`src/sor_pkg.sv`:
```
// SOR solver package: sizes, operation, status and config codes, state encoding, saturation helper.
// No dependencies.
package sor_pkg;

  localparam int unsigned DataW  = 32;
  localparam int unsigned MaxDim = 16;
  localparam int unsigned IdxW   = $clog2(MaxDim);
  localparam int unsigned CntW   = $clog2(MaxDim + 1);

  localparam logic [1:0] OP_MAT   = 2'd0;
  localparam logic [1:0] OP_RHS   = 2'd1;
  localparam logic [1:0] OP_START = 2'd2;
  localparam logic [1:0] OP_RSVD  = 2'd3;

  localparam logic [1:0] ST_CONV  = 2'd0;
  localparam logic [1:0] ST_LIMIT = 2'd1;
  localparam logic [1:0] ST_ZDIAG = 2'd2;

  localparam logic [1:0] CFG_DIM  = 2'd0;
  localparam logic [1:0] CFG_W    = 2'd1;
  localparam logic [1:0] CFG_TOL  = 2'd2;
  localparam logic [1:0] CFG_LIM  = 2'd3;

  typedef enum logic [3:0] {
    S_IDLE,
    S_DCHK,   // diagonal scan
    S_RSTRT,  // row start: issue diag/rhs reads
    S_MAC,    // off-diagonal products
    S_RES,    // residual
    S_DIV,    // restoring divide
    S_BLND,   // blend multiply
    S_WB,     // write back, convergence check
    S_SWEND,  // end of sweep
    S_OUT     // emit results
  } state_t;

  // Saturate 64-bit signed value to 32 bits.
  function automatic logic signed [31:0] sat32(input logic signed [63:0] v);
    if (v > 64'sd2147483647)       return 32'sh7fffffff;
    else if (v < -64'sd2147483648) return 32'sh80000000;
    else                           return v[31:0];
  endfunction

endpackage

```
`src/sor_div.sv`:
```
// Iterative signed divider, one quotient bit per cycle, truncates toward zero.
// Depends on sor_pkg.
module sor_div
  import sor_pkg::*;
(
  input  logic               clk,
  input  logic               rst_n,
  input  logic               go,
  input  logic signed [47:0] num,
  input  logic signed [31:0] den,
  output logic               done,
  output logic signed [48:0] quo
);
  logic [47:0] q_r, q_nxt;
  logic [48:0] rem_r, rem_nxt;
  logic [31:0] d_r;
  logic        neg_r, busy_r;
  logic [5:0]  cnt_r;
  logic [48:0] trial;
  logic [47:0] un;

  assign un = num[47] ? 48'(-num) : 48'(num);
  assign trial = {rem_r[47:0], q_r[47]} - {17'd0, d_r};

  always_comb begin
    q_nxt   = {q_r[46:0], 1'b0};
    rem_nxt = {rem_r[47:0], q_r[47]};
    if (!trial[48]) begin
      rem_nxt = trial;
      q_nxt[0] = 1'b1;
    end
  end

  // 48 quotient steps, then one cycle with done high
  always_ff @(posedge clk) begin
    if (!rst_n) begin
      busy_r <= 1'b0;
      cnt_r  <= '0;
    end else if (go) begin
      busy_r <= 1'b1;
      cnt_r  <= 6'd48;
      q_r    <= un;
      rem_r  <= '0;
      d_r    <= den[31] ? 32'(-den) : 32'(den);
      neg_r  <= num[47] ^ den[31];
    end else if (busy_r) begin
      if (cnt_r != 6'd0) begin
        q_r   <= q_nxt;
        rem_r <= rem_nxt;
        cnt_r <= cnt_r - 6'd1;
      end else begin
        busy_r <= 1'b0;
      end
    end
  end

  assign done = busy_r && (cnt_r == 6'd0);
  assign quo  = neg_r ? -$signed({1'b0, q_r}) : $signed({1'b0, q_r});

endmodule

```
`config.mk`:
```
export PLATFORM = sky130hd
export DESIGN_NAME = sor_div
export DESIGN_NICKNAME = d
export VERILOG_FILES = /design/src/sor_pkg.sv /design/src/sor_div.sv
export SDC_FILE = /design/constraint.sdc
export NUM_CORES = 1
export LEC_CHECK = 0
export BUFFER_PORTS_ARGS = -buffer_cell sky130_fd_sc_hd__buf_2
export CAP_MARGIN = 40
export CORE_ASPECT_RATIO = 0.6
export CORE_MARGIN = 2
export CORE_UTILIZATION = 54
export DETAILED_ROUTE_END_ITERATION = 10
export GPL_TIMING_DRIVEN = 0
export PLACE_DENSITY = 0.85
export SLEW_MARGIN = 20
export SYNTH_ARGS = -nofsm -noshare
export SYNTH_HDL_FRONTEND = slang
export SYNTH_SLANG_ARGS = --single-unit
```
`constraint.sdc`:
```
create_clock -name clk -period 3.42 [get_ports clk]
set_input_delay 0.171 -clock clk [delete_from_list [all_inputs] [get_ports clk]]
set_output_delay 0.171 -clock clk [all_outputs]
set_load 0.005 [all_outputs]
```
==> metrics <==
outcome=finished, violations left; failing checks=setup timing; arrival time of the worst setup path=4.05 ns; VDD IR max=0.252 mV; Seq/Total Area, Yosys=39.5%; CP Class=reg -> out; row cnt=38; dominant cells by area after synthesis=edfxtp_1 38%, xnor2_1 9.1%, a21oi_1 5.8%; Area Growth Syn to Fin=24.8%; Final min period=4.22 ns; final setup TNS=-10.64 ns; IO Count=133; Post-Route WL=32400 um; share of post-route cells with drive strength above 1=24.2%; Crit Path Max Fanout=4; Die Y=110 um; Initial DRT Pass Iterations=6; CTS buffer count=17; Synth top area share=38.2%; final net count=1438; WL per Instance=20.6 um; Final Util=69.4%; number of port buffers=131; Ant. Diodes=0; pin count of the biggest net entering global routing=47; die area=0.0200 mm^2; DRC viols=0; Final Slew Violations=0; maxcap violations=0; Rel. slew slack=43.8%; Synth Net Count=1240; first-pass GRT wire length=48600 um; Synth Flop Type=edfxtp_1; DR vias=10.1k; synth warn=0; final hold viol count=0; gr ovfl total=0; vias in the first global route=9072; Pleak=0.00484 uW; H-tree depth=4; Least-Margin Pin Slew=0.843 ns; reg2reg start=q_r[47]$_DFFE_PP_; Mapped Avg Cell Area=9.07 um^2; met1 GRT Util=47.6%; Skew-Pair Late Insertion Delay=0.44 ns; Synth area leader=edfxtp_1; Mapped Area=0.0102 mm^2; EDFF count, synth=129; Setup crit start kind=flip-flop; Clk Tree Root Cell=clkbuf_16; RSZ-0062 raised after global routing=yes; GRT busiest layer=met1; CTS tree=built; pwr/cell area=437 mW/mm^2; Filler cells=1302; clock input transition at the sequential cells of the worst setup and hold paths=0.06 ns; Final ANT Viol Nets=0; Hold Path Class=in -> reg; synth unique cells=65; Syn Inst Count=1120; Initial Util=55.6%; fmax=0.237 GHz; source of the worst hold timing path=rst_n; Die W=181 um; DRC marker count from the first detailed-route iteration=1764; gpl congestion=0.984; asr flop ratio synth=0%; Crit. Startpoint=q_r[1]$_DFFE_PP_; Design Area, Final=0.0127 mm^2; clk sinks=136; post-route clock period utilization=123%; CP endpoint kind=primary output; dpl cell area=0.0112 mm^2; met2 usage=43.6%; Synth Register Bits=136; setup violators final=19; top-count cell post-synth=edfxtp_1; CP required=3.25 ns; clk_skew=0.0114 ns; Post-DP HPWL=21800 um; antenna violations before repair=0; worst setup margin=-0.802 ns; Clock Path Buffers=2; global-route usage over all layers=31.5%; via-per-instance ratio=6.40; core footprint=0.0183 mm^2; met3 global-route usage=8.41%; list of most frequent post-synthesis cells=129 x edfxtp_1, 118 x nand2_1, 117 x a21oi_1
==> cell families after synthesis <==
kind of cell / share of synthesized area [%]
simple gates: 19.0
compound gates: 18.2
xor+xnor: 13.6
flops: 39.5
buf+inv: 3.77
fa+ha+maj: 4.63
mux: 1.32
==> critical path, stage by stage (launching register included) <==
cell and delay (ns):
edfxtp_1 0.40, or4_4 0.58, nand2b_4 0.17, or4_4 0.46, or3_4 0.39, or2_4 0.27, or4_4 0.43, or3_4 0.40
o31ai_4 0.19, xnor2_1 0.17, buf_2 0.15
==> flip-flops by register name, indices dropped and copies added, names as in the netlist <==
signal,cells
rem_r,48
busy_r,1
cnt_r,6
neg_r,1
q_r,48
d_r,32
==> power by group <==
group          internal (uW)  total (uW)  switching [uW]
sequential              2000        2120             123
combinational            665        1580             914
clock                   1010        1830             818
total                   3680        5530            1860
==> what timing repair did <==
item	in CTS	in global routing
gates resized for setup	77	56
setup endpoints to repair	67	70
buffers inserted	34	22
hold buffers	1	0
hold endpoints to repair	1	0
pin swaps	23	30
==> cell type report <==
type	instances	area [um^2]	share of cell area, %
multi-input combinational	883	6240	49.2
clock inverter	13	110	0.869
tap	240	300	2.37
sequential	136	4010	31.7
clock buffer	19	464	3.66
timing repair buffer	184	1140	8.98
inverter	52	198	1.56
buffer	44	209	1.65
==> metal layers <==
metal	vias to the layer above	share of wire, %
met4	0	2.2
li1	4485	-
met2	782	41
met3	82	14
met1	4704	43
met5	-	0
==> cells in the final DEF, fill, tap and decap left out, types with 8 or more instances in the layout <==
master,count
nand3_1,11
xnor2_1,99
o41ai_1,16
nor3_1,8
nor2b_1,17
o21ai_2,8
nand2b_1,17
o31ai_1,30
ha_1,30
edfxtp_1,129
or4_1,26
nand4_1,8
nand2_1,114
inv_1,49
a21oi_1,110
buf_4,43
clkbuf_1,33
a21o_1,15
or3_1,20
mux2_2,11
o21ai_0,58
clkbuf_16,18
buf_2,132
buf_6,10
nor2_1,85
xor2_1,53
==> worst paths after layout <==
path / depth (start not counted) / to / slack, ns
hold / removal: 2 / cnt_r[5]$_SDFFE_PN0P_ / 0.04
hold reg to reg: 1 / cnt_r[2]$_SDFFE_PP0P_ / 0.52
setup / recovery: 10 / quo[47] / -0.80
setup reg to reg: 12 / rem_r[41]$_SDFFCE_PP0P_ / -0.01
==> stage by stage <==
stage	cells	power [uW]	hold slack, ns	setup slack (ns)
5_1_grt	1571	5730	0.0532	-0.837
2_1_floorplan	1120	3040	0.270	-0.0785
6_report	1571	5530	0.0399	-0.802
3_3_place_gp	1491	3440	0.428	-0.732
3_5_place_dp	1493	3490	0.427	-0.725
4_1_cts	1557	5380	0.0203	-0.738
No activity file was read; power rests on OpenSTA's default activity.
